[src/hdl/rdd_pkg.sv]
package rdd_pkg;

    localparam int INPUT_WIDTH_DEFAULT = 16;
    localparam int RADIX_WIDTH         = 4;
    localparam int DIGIT_WIDTH         = 4;
    localparam int DIGITS_WIDTH        = 50;
    localparam int EXP_WIDTH           = 4;

    localparam logic [RADIX_WIDTH-1:0] RADIX_RESET = 4'd8;
    localparam logic [RADIX_WIDTH-1:0] RADIX_MIN   = 4'd2;
    localparam logic [RADIX_WIDTH-1:0] RADIX_MAX   = 4'd10;

    // one-hot phase strobes from the sequencer to the datapath
    typedef struct packed {
        logic load;
        logic conv;
        logic emit;
    } rdd_ctrl_t;

    // out-of-range radix codes clamp to the nearest legal base
    function automatic logic [RADIX_WIDTH-1:0] effective_radix(
        input logic [RADIX_WIDTH-1:0] radix
    );
        logic [RADIX_WIDTH-1:0] result;
        if (radix < RADIX_MIN)
        begin
            result = RADIX_MIN;
        end
        else if (radix > RADIX_MAX)
        begin
            result = RADIX_MAX;
        end
        else
        begin
            result = radix;
        end
        return result;
    endfunction

endpackage

[src/hdl/rdd_value_if.sv]
interface rdd_value_if #(
    parameter int WIDTH = rdd_pkg::INPUT_WIDTH_DEFAULT
);
    logic             valid;
    logic             ready;
    logic [WIDTH-1:0] value;

    modport source (output valid, output value, input ready);
    modport sink   (input valid, input value, output ready);
endinterface

[src/hdl/rdd_result_if.sv]
interface rdd_result_if;
    logic                               valid;
    logic                               ready;
    logic [rdd_pkg::DIGITS_WIDTH-1:0]   digits_as_decimal;
    logic [rdd_pkg::EXP_WIDTH-1:0]      top_exponent;

    modport source (output valid, output digits_as_decimal, output top_exponent, input ready);
    modport sink   (input valid, input digits_as_decimal, input top_exponent, output ready);
endinterface

[src/hdl/rdd_cfg_if.sv]
interface rdd_cfg_if;
    logic                              valid;
    logic                              ready;
    logic [rdd_pkg::RADIX_WIDTH-1:0]   radix;

    modport source (output valid, output radix, input ready);
    modport sink   (input valid, input radix, output ready);
endinterface

[src/hdl/rdd_digit_shifter.sv]
module rdd_digit_shifter #(
    parameter int INPUT_WIDTH = rdd_pkg::INPUT_WIDTH_DEFAULT
) (
    input  logic                             clk,
    input  rdd_pkg::rdd_ctrl_t               ctrl,
    input  logic [rdd_pkg::RADIX_WIDTH-1:0]  radix,
    input  logic [INPUT_WIDTH-1:0]           value,
    output logic [rdd_pkg::DIGIT_WIDTH-1:0]  top_digit
);
    import rdd_pkg::*;

    // enough radix digits for the widest value in base two
    localparam int NDIG = INPUT_WIDTH;

    logic [INPUT_WIDTH-1:0] value_reg;
    logic [INPUT_WIDTH-1:0] value_next;
    logic [DIGIT_WIDTH-1:0] digit_reg  [NDIG];
    logic [DIGIT_WIDTH-1:0] digit_next [NDIG];
    logic [DIGIT_WIDTH:0]   dbl        [NDIG];
    logic [DIGIT_WIDTH:0]   sub        [NDIG];
    logic [NDIG-1:0]        gen;
    logic [NDIG-1:0]        prop;
    logic [NDIG-1:0]        sum;
    logic [NDIG-1:0]        carry_in;
    logic [NDIG-1:0]        carry_out;
    logic [DIGIT_WIDTH:0]   radix_x;

    assign radix_x   = {1'b0, radix};
    assign top_digit = digit_reg[NDIG-1];

    // doubling in radix r: digit i carries out when 2d+c >= r
    always_comb
    begin
        for (int i = 0; i < NDIG; i++)
        begin
            dbl[i]  = {digit_reg[i], 1'b0};
            gen[i]  = (dbl[i] >= radix_x);
            prop[i] = (dbl[i] == (radix_x - 1'b1));
        end
    end

    // carry chain resolved by one adder over generate and propagate
    assign sum       = (gen | prop) + gen + NDIG'(value_reg[INPUT_WIDTH-1]);
    assign carry_in  = sum ^ (gen | prop) ^ gen;
    assign carry_out = gen | (prop & carry_in);

    always_comb
    begin
        for (int i = 0; i < NDIG; i++)
        begin
            sub[i] = dbl[i] + (DIGIT_WIDTH+1)'(carry_in[i])
                     - (carry_out[i] ? radix_x : '0);
        end
    end

    always_comb
    begin
        value_next = value_reg;
        digit_next = digit_reg;
        priority if (ctrl.load)
        begin
            value_next = value;
            for (int i = 0; i < NDIG; i++)
            begin
                digit_next[i] = '0;
            end
        end
        else if (ctrl.conv)
        begin
            value_next = value_reg << 1;
            for (int i = 0; i < NDIG; i++)
            begin
                digit_next[i] = sub[i][DIGIT_WIDTH-1:0];
            end
        end
        else if (ctrl.emit)
        begin
            // most significant digit leaves first
            digit_next[0] = '0;
            for (int i = 1; i < NDIG; i++)
            begin
                digit_next[i] = digit_reg[i-1];
            end
        end
        else
        begin
            value_next = value_reg;
        end
    end

    always_ff @(posedge clk)
    begin
        value_reg <= value_next;
        digit_reg <= digit_next;
    end

endmodule

[src/hdl/rdd_horner.sv]
module rdd_horner #(
    parameter int IDX_WIDTH = 4
) (
    input  logic                              clk,
    input  logic                              rst_n,
    input  rdd_pkg::rdd_ctrl_t                ctrl,
    input  logic [rdd_pkg::DIGIT_WIDTH-1:0]   digit,
    input  logic [IDX_WIDTH-1:0]              index,
    output logic [rdd_pkg::DIGITS_WIDTH-1:0]  acc,
    output logic [rdd_pkg::EXP_WIDTH-1:0]     top_exponent
);
    import rdd_pkg::*;

    logic [DIGITS_WIDTH-1:0] acc_reg;
    logic [DIGITS_WIDTH-1:0] acc_next;
    logic [EXP_WIDTH-1:0]    exp_reg;
    logic [EXP_WIDTH-1:0]    exp_next;
    logic                    seen_reg;
    logic                    seen_next;

    assign acc          = acc_reg;
    assign top_exponent = exp_reg;

    always_comb
    begin
        acc_next  = acc_reg;
        exp_next  = exp_reg;
        seen_next = seen_reg;
        priority if (ctrl.load)
        begin
            acc_next  = '0;
            exp_next  = '0;
            seen_next = 1'b0;
        end
        else if (ctrl.emit)
        begin
            // acc * 10 + digit, wrapping at the field width
            acc_next = (acc_reg << 3) + (acc_reg << 1) + DIGITS_WIDTH'(digit);
            // first nonzero digit from the top fixes the exponent
            if ((digit != '0) && !seen_reg)
            begin
                exp_next  = EXP_WIDTH'(index);
                seen_next = 1'b1;
            end
        end
        else
        begin
            acc_next = acc_reg;
        end
    end

    always_ff @(posedge clk)
    begin
        acc_reg <= acc_next;
        exp_reg <= exp_next;
    end

    always_ff @(posedge clk or negedge rst_n)
    begin
        if (!rst_n)
        begin
            seen_reg <= 1'b0;
        end
        else
        begin
            seen_reg <= seen_next;
        end
    end

endmodule

[src/hdl/radix_digits_as_decimal.sv]
// an accepted item passes through ST_CONV, ST_EMIT and ST_FIN, then its result is registered
// a new item is taken only in ST_IDLE, so one item is converted at a time:
//   one input bit per cycle into the radix digits, then one digit per cycle into acc*10+d
// the output register holds a finished result while the next item is taken
// reset: rst_n async active low, sequencer idle, no result pending, radix back to 8
module radix_digits_as_decimal #(
    parameter int INPUT_WIDTH = rdd_pkg::INPUT_WIDTH_DEFAULT
) (
    input  logic          clk,
    input  logic          rst_n,
    rdd_value_if.sink     item,
    rdd_result_if.source  result,
    rdd_cfg_if.sink       cfg
);
    import rdd_pkg::*;

    localparam int CNT_WIDTH = $clog2(INPUT_WIDTH);
    localparam logic [CNT_WIDTH-1:0] CNT_LAST = CNT_WIDTH'(INPUT_WIDTH - 1);

    localparam logic [1:0] ST_IDLE = 2'd0;
    localparam logic [1:0] ST_CONV = 2'd1;
    localparam logic [1:0] ST_EMIT = 2'd2;
    localparam logic [1:0] ST_FIN  = 2'd3;

    logic [1:0]              state_reg;
    logic [1:0]              state_next;
    logic [CNT_WIDTH-1:0]    cnt_reg;
    logic [CNT_WIDTH-1:0]    cnt_next;
    logic [RADIX_WIDTH-1:0]  radix_reg;
    logic                    out_valid_reg;
    logic                    out_valid_next;
    logic [DIGITS_WIDTH-1:0] out_digits_reg;
    logic [EXP_WIDTH-1:0]    out_exp_reg;
    logic                    out_load;
    logic                    item_xfer;
    rdd_ctrl_t               ctrl;
    logic [DIGIT_WIDTH-1:0]  top_digit;
    logic [DIGITS_WIDTH-1:0] acc;
    logic [EXP_WIDTH-1:0]    top_exp;

    assign item.ready = (state_reg == ST_IDLE);
    assign item_xfer  = item.valid && item.ready;
    assign cfg.ready  = 1'b1;

    assign result.valid             = out_valid_reg;
    assign result.digits_as_decimal = out_digits_reg;
    assign result.top_exponent      = out_exp_reg;

    assign out_load = (state_reg == ST_FIN) && (!out_valid_reg || result.ready);

    always_comb
    begin
        ctrl.load = item_xfer;
        ctrl.conv = (state_reg == ST_CONV);
        ctrl.emit = (state_reg == ST_EMIT);
    end

    always_comb
    begin
        state_next = state_reg;
        cnt_next   = cnt_reg;
        unique case (state_reg)
            ST_IDLE:
            begin
                if (item_xfer)
                begin
                    state_next = ST_CONV;
                    cnt_next   = CNT_LAST;
                end
            end
            ST_CONV:
            begin
                if (cnt_reg == '0)
                begin
                    state_next = ST_EMIT;
                    cnt_next   = CNT_LAST;
                end
                else
                begin
                    cnt_next = cnt_reg - 1'b1;
                end
            end
            ST_EMIT:
            begin
                if (cnt_reg == '0)
                begin
                    state_next = ST_FIN;
                end
                else
                begin
                    cnt_next = cnt_reg - 1'b1;
                end
            end
            ST_FIN:
            begin
                if (out_load)
                begin
                    state_next = ST_IDLE;
                end
            end
            default:
            begin
                state_next = ST_IDLE;
            end
        endcase
    end

    always_comb
    begin
        out_valid_next = out_valid_reg;
        priority if (out_load)
        begin
            out_valid_next = 1'b1;
        end
        else if (result.ready)
        begin
            out_valid_next = 1'b0;
        end
        else
        begin
            out_valid_next = out_valid_reg;
        end
    end

    always_ff @(posedge clk or negedge rst_n)
    begin
        if (!rst_n)
        begin
            state_reg     <= ST_IDLE;
            cnt_reg       <= '0;
            out_valid_reg <= 1'b0;
            radix_reg     <= RADIX_RESET;
        end
        else
        begin
            state_reg     <= state_next;
            cnt_reg       <= cnt_next;
            out_valid_reg <= out_valid_next;
            if (cfg.valid && cfg.ready)
            begin
                radix_reg <= cfg.radix;
            end
        end
    end

    always_ff @(posedge clk)
    begin
        if (out_load)
        begin
            out_digits_reg <= acc;
            out_exp_reg    <= top_exp;
        end
    end

    rdd_digit_shifter #(
        .INPUT_WIDTH (INPUT_WIDTH)
    ) u_shifter (
        .clk       (clk),
        .ctrl      (ctrl),
        .radix     (effective_radix(radix_reg)),
        .value     (item.value),
        .top_digit (top_digit)
    );

    rdd_horner #(
        .IDX_WIDTH (CNT_WIDTH)
    ) u_horner (
        .clk          (clk),
        .rst_n        (rst_n),
        .ctrl         (ctrl),
        .digit        (top_digit),
        .index        (cnt_reg),
        .acc          (acc),
        .top_exponent (top_exp)
    );

    // an accepted item reaches the final state after both serial passes
    a_pass_length: assert property (@(posedge clk) disable iff (!rst_n)
        item_xfer |-> ##(2*INPUT_WIDTH+1) (state_reg == ST_FIN))
        else $error("serial passes did not take the expected number of cycles");

    // a new result shows up only out of the final state
    a_load_from_fin: assert property (@(posedge clk) disable iff (!rst_n)
        $rose(out_valid_reg) |-> $past(state_reg == ST_FIN))
        else $error("result register loaded outside the final state");

    // digit index never leaves the digit range
    a_cnt_range: assert property (@(posedge clk) disable iff (!rst_n)
        cnt_reg <= CNT_LAST)
        else $error("digit counter out of range");

endmodule
[src/flat_wrapper.sv]
// flat-port wrapper written by rule: the top's interface ports become plain ports
module radix_digits_as_decimal_flat import rdd_pkg::*;
#(
    parameter int INPUT_WIDTH = rdd_pkg::INPUT_WIDTH_DEFAULT
)
  (clk, rst_n, item_valid, item_value, item_ready, result_valid, result_digits_as_decimal, result_top_exponent, result_ready, cfg_valid, cfg_radix, cfg_ready);
  rdd_value_if item_i ();
  rdd_result_if result_i ();
  rdd_cfg_if cfg_i ();
  input  logic clk;
  input  logic rst_n;
  input wire logic [$bits(item_i.valid)-1:0] item_valid;
  input wire logic [$bits(item_i.value)-1:0] item_value;
  output wire logic [$bits(item_i.ready)-1:0] item_ready;
  output wire logic [$bits(result_i.valid)-1:0] result_valid;
  output wire logic [$bits(result_i.digits_as_decimal)-1:0] result_digits_as_decimal;
  output wire logic [$bits(result_i.top_exponent)-1:0] result_top_exponent;
  input wire logic [$bits(result_i.ready)-1:0] result_ready;
  input wire logic [$bits(cfg_i.valid)-1:0] cfg_valid;
  input wire logic [$bits(cfg_i.radix)-1:0] cfg_radix;
  output wire logic [$bits(cfg_i.ready)-1:0] cfg_ready;
  assign item_i.valid = item_valid;
  assign item_i.value = item_value;
  assign item_ready = item_i.ready;
  assign result_valid = result_i.valid;
  assign result_digits_as_decimal = result_i.digits_as_decimal;
  assign result_top_exponent = result_i.top_exponent;
  assign result_i.ready = result_ready;
  assign cfg_i.valid = cfg_valid;
  assign cfg_i.radix = cfg_radix;
  assign cfg_ready = cfg_i.ready;
  radix_digits_as_decimal #(.INPUT_WIDTH(INPUT_WIDTH)) u_core (.clk(clk), .rst_n(rst_n), .item(item_i), .result(result_i), .cfg(cfg_i));
endmodule
[config.mk]
export PLATFORM = sky130hd
export DESIGN_NAME = radix_digits_as_decimal_flat
export DESIGN_NICKNAME = d
export VERILOG_FILES = /design/src/hdl/rdd_pkg.sv /design/src/hdl/rdd_value_if.sv /design/src/hdl/rdd_result_if.sv /design/src/hdl/rdd_cfg_if.sv /design/src/hdl/rdd_digit_shifter.sv /design/src/hdl/rdd_horner.sv /design/src/hdl/radix_digits_as_decimal.sv /design/src/flat_wrapper.sv
export SDC_FILE = /design/constraint.sdc
export NUM_CORES = 1
export LEC_CHECK = 0
export BUFFER_PORTS_ARGS = -buffer_cell sky130_fd_sc_hd__buf_2
export CAP_MARGIN = 20
export CORE_ASPECT_RATIO = 0.6
export CORE_MARGIN = 2
export CORE_UTILIZATION = 30
export CTS_BUF_LIST = sky130_fd_sc_hd__clkbuf_8
export CTS_CLUSTER_SIZE = 20
export DETAILED_ROUTE_END_ITERATION = 7
export PLACE_DENSITY = 0.49
export SLEW_MARGIN = 20
export SYNTH_ARGS = -nofsm -noshare
export SYNTH_HDL_FRONTEND = slang
export SYNTH_SLANG_ARGS = --single-unit
[constraint.sdc]
create_clock -name clk -period 9.19 [get_ports clk]
set_input_delay 1.3785 -clock clk [delete_from_list [all_inputs] [get_ports clk]]
set_output_delay 1.3785 -clock clk [all_outputs]
set_load 0.01 [all_outputs]
==> results_dict.tcl, run 1 <==
set metrics [dict create \
    status "finished, final reports clean" \
    largest_reg_flops 60 \
    slowest_delay_ns 0.94 \
    grt_pass1_wl_um 69800 \
    end_kind "register" \
    peakVddDrop_mv 0.222 \
    drc 0 \
    coreArea_um2 49600 \
    seq_area_frac_synth 0.315 \
    clkSinkCount 200 \
    drive_gt1_frac 0.0960 \
    worst_clock_skew_ns 0.0197 \
    min_period_over_period 0.752 \
    antenna_found_initial 1 \
    routed_wl_um 44200 \
    ys_seq_elements 200 \
    seqPwrFrac 0.290 \
    synth_area_leaders "ha_1 (16%), dfxtp_1 (16%), edfxtp_1 (14%), mux2i_1 (5.2%), xnor2_1 (4.9%)" \
    worst_slew_margin_rel 0.353 \
    synth_ff_type "dfxtp_1" \
    setup_viol 0 \
    critPathTopFamily "compound AO/OA/AOI/OAI gates" \
    path_max_fanout 24 \
    drv_cap 0 \
    synthArstFlopShare 0.0600 \
    internal-power_w 0.00321 \
    clockBufferDepth 2 \
    synthesis.nets 1904 \
    p_comb_frac 0.613 \
    power_density_nw_per_um2 382 \
    routabilityCongestion 0.895 \
    fmax_mhz 145 \
    hp-class "reg2reg" \
    synth_cells 1663 \
    htree_num_levels 4 \
    worst_slew_pin_slew_ns 0.971 \
    netlist_area_um2 15100 \
    rsz0062_at_grt "no" \
    via_count 12300 \
    grt_usage 0.172 \
    synth_warnings 0 \
    place_hpwl_um 32100 \
    io_pins 82 \
    first_global_vias 11600 \
    drt_iter0_drc 959 \
    fin_hold_ws_ns 0.445 \
    avgSynthCellArea_um2 9.11 \
    areaGrowthSynthToFinish_pct 9.49 \
    p_sw_frac 0.493 \
    yosysMostFrequentCell "ha_1" \
    cp_common_cell "ha_1" \
    die_w_um 294 \
    synth_largest_area_cell "ha_1" \
    maxSlewViolCount 0 \
    chipHeight_um 178 \
    cts_buffers 17 \
    initial_utilization 0.305 \
    portBuffers 80 \
    cp_slowest_cell "dfstp_2" \
    viasPerCell 5.21 \
    p_leak_nw 7.37 \
    cts_setup_buffers 0 \
    synth_common_cells "ha_1 (198), nor2_1 (178), nand2_1 (146)" \
    cts.repair.resized 0 \
    synth_top_cell_area_share 0.164 \
    reg2reg_slack_ns 2.28 \
    crit_path_start_kind "register" \
    insertion_delay_ns 0.52 \
    clkTransAtPathRegs_ns 0.13 \
    cts.hold.buffers_added 0 \
    path_class "reg2reg" \
    setup-tns-final_ns 0 \
    min_period_ns 6.91 \
    worstPathRequired_ns 9.64 \
    arrival_ns 7.36 \
    antenna_left 0 \
    cts_root_buf "clkbuf_8" \
    rows 63 \
    cts_tree "done" \
    die_area_um2 52300 \
    dr.pass1.iters 6 \
    overflow 0 \
    clockPowerShare 0.096 \
    p_switching_w 0.00312 \
    hold_viol_final 0 \
    wire_per_inst_um 18.7 \
    grt_start_max_net_pins 65 \
    ys_types 84 \
    num-nets-final 1937 \
    worst-path-buf-inv 4 \
    synth_edf_count 70 \
]
-- power by group through the flow --
stage	logic [W]	clock network (W)	registers [W]
2_1_floorplan	0.00295	0	0.00168
3_3_place_gp	0.00381	0	0.00185
3_5_place_dp	0.00386	0	0.00185
4_1_cts	0.00388	0.000634	0.00184
5_1_grt	0.00439	0.000670	0.00189
6_report	0.00389	0.000610	0.00184
-- worst paths after layout --
| check | start | depth (start not counted) | endpoint |
|---|---|---|---|
| min in group asynchronous | rst_n | 1 | u_core.radix_reg[2] |
| worst max-delay path | u_core.radix_reg[3] | 25 | u_core.u_shifter.dbl[18] |
| worst min-delay path | u_core.u_horner.top_exponent[2] | 0 | u_core.result.top_exponent[2] |
| max in group asynchronous | rst_n | 1 | u_core.radix_reg[3] |
| worst min register to register | u_core.u_horner.top_exponent[2] | 0 | u_core.result.top_exponent[2] |
| worst max register to register | u_core.radix_reg[3] | 25 | u_core.u_shifter.dbl[18] |
-- worst register-to-register path: cells and delay by family (launching register included) --
family,cells,cell delay (ns)
XOR/XNOR,2,0.37
AO/OA/AOI/OAI,9,2.01
flip-flops,1,0.94
adder cells (fa/ha/maj),4,1.57
AND/OR/NAND/NOR,6,1.18
buffers and inverters,4,0.79
-- cell type report --
type / instances / area (um2)
multi-input cells: 1333 / 9890
clock buffers: 17 / 234
flip-flops and latches: 200 / 4770
well taps: 650 / 813
inverters: 50 / 190
clock inverters: 15 / 176
fillers: 5109 / 33000
diodes: 1 / 2.50
repair buffers: 94 / 505
-- layout by cell type, fill, tap and decap left out, types with 13 or more instances in the layout --
| master | netlist | layout |
|---|---|---|
| o21a_1 | 14 | 14 |
| and3_1 | 16 | 16 |
| o21ai_0 | 75 | 75 |
| nor2b_1 | 14 | 13 |
| clkbuf_8 | 0 | 17 |
| buf_2 | 8 | 80 |
| xnor2_1 | 85 | 85 |
| ha_1 | 198 | 195 |
| and2_1 | 18 | 16 |
| a21o_1 | 63 | 63 |
| nand3_1 | 21 | 21 |
| inv_1 | 47 | 46 |
| nor2_1 | 178 | 178 |
| mux2i_1 | 78 | 78 |
| edfxtp_1 | 70 | 70 |
| dfxtp_1 | 118 | 118 |
| a21oi_1 | 135 | 135 |
| a211oi_1 | 43 | 43 |
| fa_1 | 18 | 18 |
| nor3_1 | 15 | 15 |
| buf_4 | 2 | 14 |
| xor2_1 | 41 | 41 |
| nand2_1 | 146 | 145 |
-- kinds of logic after synthesis --
group	after synthesis	share of synthesized area
muxes	80	0.0530
DFF	200	0.315
xor gates and xnor gates	131	0.0803
adders and majority gates	216	0.187
and+or+nand+nor	470	0.140
other	1	0.000248
buffers and inverters	130	0.0345
AOI/OAI and AO/OA	435	0.190
-- per-stage QoR --
step                power, W  utilization  cells  instance area [um2]  setup slack, ns
global route         0.00695        0.334   2360                16600             1.67
CTS                  0.00636        0.334   2359                16600             2.39
detailed placement   0.00571        0.326   2327                16200             2.46
global placement     0.00566        0.326   2327                16200             2.64
finish               0.00634        0.334   2360                16600             2.28
floorplan            0.00463            -   1663                15100             3.43
-- metal layers --
layer / global-route usage / share of wire / up-vias / wire [um]
met1: 0.282 / 0.56 / 5908 / 24900
met5: 0 / 0 / - / 0
met3: 0.0313 / 0.053 / 19 / 2340
met2: 0.226 / 0.38 / 296 / 16600
li1: - / - / 6075 / -
met4: 0.0283 / 0.0090 / 0 / 399
Note: power is estimated with default switching activity, not from simulation.
==> inputs of run 2 (changes only) <==
==> constraint.sdc (replaced) <==
create_clock -name clk -period 6.4 [get_ports clk]
set_input_delay 0.96 -clock clk [delete_from_list [all_inputs] [get_ports clk]]
set_output_delay 0.96 -clock clk [all_outputs]
set_load 0.01 [all_outputs]
==> results_dict.tcl, run 2 (same netlist as run 1, synthesis figures left out) <==
set metrics [dict create \
    first_global_vias 11200 \
    setup-tns-final_ns 0 \
    via_count 12300 \
    cts_setup_buffers 0 \
    cts_tree "done" \
    clockBufferDepth 2 \
    rows 63 \
    design_area_um2 16600 \
    met1Wirelength_um 25100 \
    largest_reg_flops 60 \
    path_max_fanout 23 \
    grt_usage 0.169 \
    place_hpwl_um 31800 \
    drv_cap 0 \
    min_period_ns 5.89 \
    end_kind "register" \
    met3_length_um 2370 \
    p_comb_frac 0.615 \
    rsz0062_at_grt "no" \
    overflow 0 \
    worstPathRequired_ns 6.86 \
    arrival_ns 6.35 \
    layout_common_cells "ha_1 (195), nor2_1 (178), nand2_1 (145)" \
    internal-power_w 0.00464 \
    p_sw_frac 0.491 \
    portBuffers 80 \
    worst_slew_margin_rel 0.302 \
    drt_iter0_drc 1042 \
    status "finished, final reports clean" \
    ff2ff_path_depth 24 \
    seqPwrFrac 0.290 \
    htree_num_levels 4 \
    path_class "reg2reg" \
    p_switching_w 0.00447 \
    num-nets-final 1946 \
    power_density_nw_per_um2 547 \
    die_w_um 294 \
    clkSinkCount 200 \
    coreArea_um2 49600 \
    areaGrowthSynthToFinish_pct 9.93 \
    antenna_found_initial 1 \
    viasPerCell 5.20 \
    die_area_um2 52300 \
    critPathTopFamily "compound AO/OA/AOI/OAI gates" \
    hp-class "in2async" \
    insertion_delay_ns 0.52 \
    routed_wl_um 44000 \
    grt_pass1_wl_um 68600 \
    clkTransAtPathRegs_ns 0.12 \
    highest_layer "met4" \
    crit_path_start_kind "register" \
    setup_viol 0 \
    p_leak_nw 7.42 \
    reg2reg_slack_ns 0.51 \
    wire_per_inst_um 18.6 \
    maxSlewViolCount 0 \
    reg2reg_to "u_core.u_shifter.dbl[18]" \
    slowest_delay_ns 0.92 \
    io_pins 82 \
    antenna_left 0 \
    fmax_mhz 170 \
    drive_gt1_frac 0.101 \
    cts_buffers 17 \
    rr_startpoint "u_core.radix_reg[3]" \
    crit_chain "nand2b_1, a21o_1, inv_1, ha_1, xnor2_1, nor4_1, o21ai_0, nand3_1, ha_1, inv_1, a211oi_1, o21ai_1, and3_2, o21ai_2, a211o_1, a21o_1, and2_1, ha_1, inv_1, fa_1, xnor2_1, a211oi_1, a21oi_1, nor2_1" \
    cp_slowest_cell "dfstp_2" \
    worst_clock_skew_ns 0.0180 \
    placed_area_um2 16200 \
    clockPowerShare 0.095 \
    grt_start_max_net_pins 79 \
    cts.hold.buffers_added 0 \
    routabilityCongestion 0.889 \
    dr.pass1.iters 5 \
    final_common_cell "ha_1" \
    initial_utilization 0.305 \
    chipHeight_um 178 \
    drc 0 \
    worst_slew_pin_slew_ns 1.05 \
    hold_viol_final 0 \
    met2RoutedLength_um 16200 \
    cts_root_buf "clkbuf_8" \
    min_period_over_period 0.920 \
    peakVddDrop_mv 0.200 \
    cts.repair.resized 0 \
    worst-path-buf-inv 3 \
]
[run 2: final cells by class]
type	count	area [um2]
antenna	1	2.50
clock buffer	17	234
clock inverter	15	175
fill	5127	32900
inverter	50	190
multi-input combinational	1333	9890
sequential	200	4770
tap	650	813
timing repair buffer	103	573
[run 2: routing by layer]
layer	vias to the layer above	global-route usage
met3	15	0.0299
met1	5888	0.286
met5	-	0
met4	0	0.0242
met2	319	0.216
li1	6089	-
[run 2: worst max path at each step]
stage | from | endpoint | slack [ns] | cells after the start
2_1_floorplan | u_core.radix_reg[3] | u_core.u_shifter.dbl[9] | 0.64 | 29
3_3_place_gp | u_core.radix_reg[3] | u_core.u_shifter.dbl[48] | 0.79 | 22
3_5_place_dp | u_core.radix_reg[3] | u_core.u_shifter.dbl[18] | 0.68 | 24
4_1_cts | u_core.radix_reg[3] | u_core.u_shifter.dbl[18] | 0.62 | 24
5_1_grt | u_core.radix_reg[3] | u_core.u_shifter.dbl[18] | 0.01 | 24
6_report | u_core.radix_reg[3] | u_core.u_shifter.dbl[18] | 0.51 | 24
[run 2: power by group through the flow]
stage | Combinational, W | Clock, W | Sequential, W
finish | 0.00561 | 0.000864 | 0.00264
global route | 0.00633 | 0.000952 | 0.00271
CTS | 0.00560 | 0.000903 | 0.00264
detailed placement | 0.00556 | 0 | 0.00266
global placement | 0.00550 | 0 | 0.00267
floorplan | 0.00424 | 0 | 0.00242
[run 2: metrics by stage]
| step | total power, W | utilization | hold slack (ns) | std cells | setup WS [ns] |
|---|---|---|---|---|---|
| after global routing | 0.00999 | 0.336 | 0.312 | 2369 | 0.0102 |
| after detailed placement | 0.00822 | 0.327 | 0.418 | 2336 | 0.681 |
| after floorplan | 0.00666 | - | 0.403 | 1663 | 0.635 |
| final | 0.00911 | 0.336 | 0.328 | 2369 | 0.512 |
| after CTS | 0.00914 | 0.336 | 0.301 | 2368 | 0.615 |
| after global placement | 0.00817 | 0.327 | 0.421 | 2336 | 0.785 |
==> inputs of run 3 (changes only) <==
--- a/config.mk
+++ b/config.mk
@@ -13,7 +13,7 @@
 export CTS_BUF_LIST = sky130_fd_sc_hd__clkbuf_8
 export CTS_CLUSTER_SIZE = 20
 export DETAILED_ROUTE_END_ITERATION = 7
-export PLACE_DENSITY = 0.49
+export PLACE_DENSITY = 0.56
 export SLEW_MARGIN = 20
 export SYNTH_ARGS = -nofsm -noshare
 export SYNTH_HDL_FRONTEND = slang
==> results_dict.tcl, run 3 (same netlist as run 1, synthesis figures left out) <==
set metrics [dict create \
    rows 63 \
    cts_setup_buffers 0 \
    worstPathRequired_ns 6.77 \
    layout_common_cells "ha_1 (195), nor2_1 (178), nand2_1 (145)" \
    die_w_um 294 \
    setup_viol 0 \
    drive_gt1_frac 0.0984 \
    met2_usage 0.223 \
    first_global_vias 11500 \
    htree_num_levels 4 \
    path_max_fanout 12 \
    worst_slew_margin_rel 0.340 \
    grt_start_max_net_pins 69 \
    areaGrowthSynthToFinish_pct 9.54 \
    min_period_over_period 0.883 \
    antenna_left 0 \
    antenna_found_initial 0 \
    cts.repair.resized 0 \
    end_kind "register" \
    clkSinkCount 200 \
    arrival_ns 6.02 \
    insertion_delay_ns 0.52 \
    routed_wl_um 42600 \
    clockPowerShare 0.088 \
    drt_iter0_drc 1004 \
    die_area_um2 52300 \
    drc 0 \
    rr_startpoint "u_core.radix_reg[1]" \
    cts.hold.buffers_added 0 \
    setup-tns-final_ns 0 \
    nFillCells 4978 \
    busiest_layer "met1" \
    worst_clock_skew_ns 0.0281 \
    grt_usage 0.164 \
    multi_input_area_um2 9890 \
    use_met3 0.0264 \
    power_w 0.00901 \
    dp_cells 2336 \
    path_class "reg2reg" \
    worst_slew_pin_slew_ns 0.990 \
    setup_slack_ns 0.747 \
    place_hpwl_um 30400 \
    seqPwrFrac 0.290 \
    utilization 0.335 \
    cts_buffers 17 \
    p_switching_w 0.00439 \
    ff2ff_path_depth 22 \
    via_count 12300 \
    drv_cap 0 \
    wire_per_inst_um 18.0 \
    reg2reg_to "u_core.u_shifter.top_digit[3]" \
    rsz0062_at_grt "no" \
    crit_path_start_kind "register" \
    hp-class "in2async" \
    cts_tree "done" \
    largest_reg_flops 60 \
    power_density_nw_per_um2 543 \
    viasPerCell 5.18 \
    overflow 0 \
    grt_pass1_wl_um 67200 \
    fmax_mhz 177 \
    maxSlewViolCount 0 \
    chipHeight_um 178 \
    grtUsageMet1 0.261 \
    num-nets-final 1946 \
    internal-power_w 0.00462 \
    stdcell_count 2368 \
    num_antenna_cells 0 \
    cts_root_buf "clkbuf_8" \
    p_leak_nw 7.40 \
    dr.pass1.iters 6 \
    status "finished, final reports clean" \
    portBuffers 80 \
    final-seq-area_um2 4770 \
    min_period_ns 5.65 \
    dp_slack_ns 0.889 \
    coreArea_um2 49600 \
    final_common_cell "ha_1" \
    io_pins 82 \
    peakVddDrop_mv 0.235 \
    hold_viol_final 0 \
    p_sw_frac 0.487 \
    initial_utilization 0.305 \
    reg2reg_slack_ns 0.75 \
    routabilityCongestion 0.890 \
    p_comb_frac 0.622 \
    clockBufferDepth 2 \
    clkTransAtPathRegs_ns 0.11 \
]
==> run 3: how the worst max path moves through the flow <==
stage / cells past startpoint / from / slack (ns) / end
finish: 22 / u_core.radix_reg[1] / 0.75 / u_core.u_shifter.top_digit[3]
global route: 24 / u_core.radix_reg[1] / 0.28 / u_core.u_shifter.dbl[18]
CTS: 22 / u_core.radix_reg[1] / 0.85 / u_core.u_shifter.top_digit[3]
detailed placement: 22 / u_core.radix_reg[1] / 0.89 / u_core.u_shifter.top_digit[3]
global placement: 22 / u_core.radix_reg[1] / 1.03 / u_core.u_shifter.dbl[24]
floorplan: 29 / u_core.radix_reg[3] / 0.64 / u_core.u_shifter.dbl[9]
==> run 3: cell type report <==
cell class / instances / area share
flip-flops and latches: 200 / 0.287
clock inverters: 15 / 0.00709
inverters: 50 / 0.0115
multi-input cells: 1333 / 0.596
clock buffers: 17 / 0.0141
repair buffers: 103 / 0.0346
well taps: 650 / 0.0490
==> run 3: routing by layer <==
layer | vias up | wire, um
li1 | 6083 | -
met1 | 5796 | 22900
met2 | 359 | 16700
met3 | 33 | 2470
met4 | 0 | 612
met5 | - | 0
==> run 3: power groups by stage <==
| stage | Combinational (W) | Sequential, W | Clock (W) |
|---|---|---|---|
| after floorplan | 0.00424 | 0.00242 | 0 |
| after global placement | 0.00545 | 0.00262 | 0 |
| after detailed placement | 0.00555 | 0.00262 | 0 |
| after CTS | 0.00560 | 0.00260 | 0.000822 |
| after global routing | 0.00632 | 0.00267 | 0.000871 |
| final | 0.00561 | 0.00261 | 0.000795 |
==> run 3: stage by stage <==
step / hold slack (ns) / cell area, um2
after global routing: 0.309 / 16600
after CTS: 0.304 / 16600
after global placement: 0.417 / 16200
after detailed placement: 0.418 / 16200
final: 0.329 / 16600
after floorplan: 0.403 / 15100
==> run 3: worst max-delay path, cell delays in order (launching register included) <==
cell and delay (ns):
dfrtp_1 0.54, or3_1 0.38, and3_1 0.23, inv_4 0.06, ha_1 0.28, buf_4 0.24, xnor2_1 0.14, nor4_1 0.21
o21ai_0 0.33, a311oi_2 0.49, o211ai_2 0.23, a211oi_2 0.37, nor2_2 0.11, o311ai_4 0.42, a21oi_2 0.13, nor2_2 0.14
o21ai_0 0.16, ha_1 0.33, a21o_1 0.15, a21oi_1 0.18, xnor2_1 0.16, xnor2_1 0.14, a21oi_1 0.08
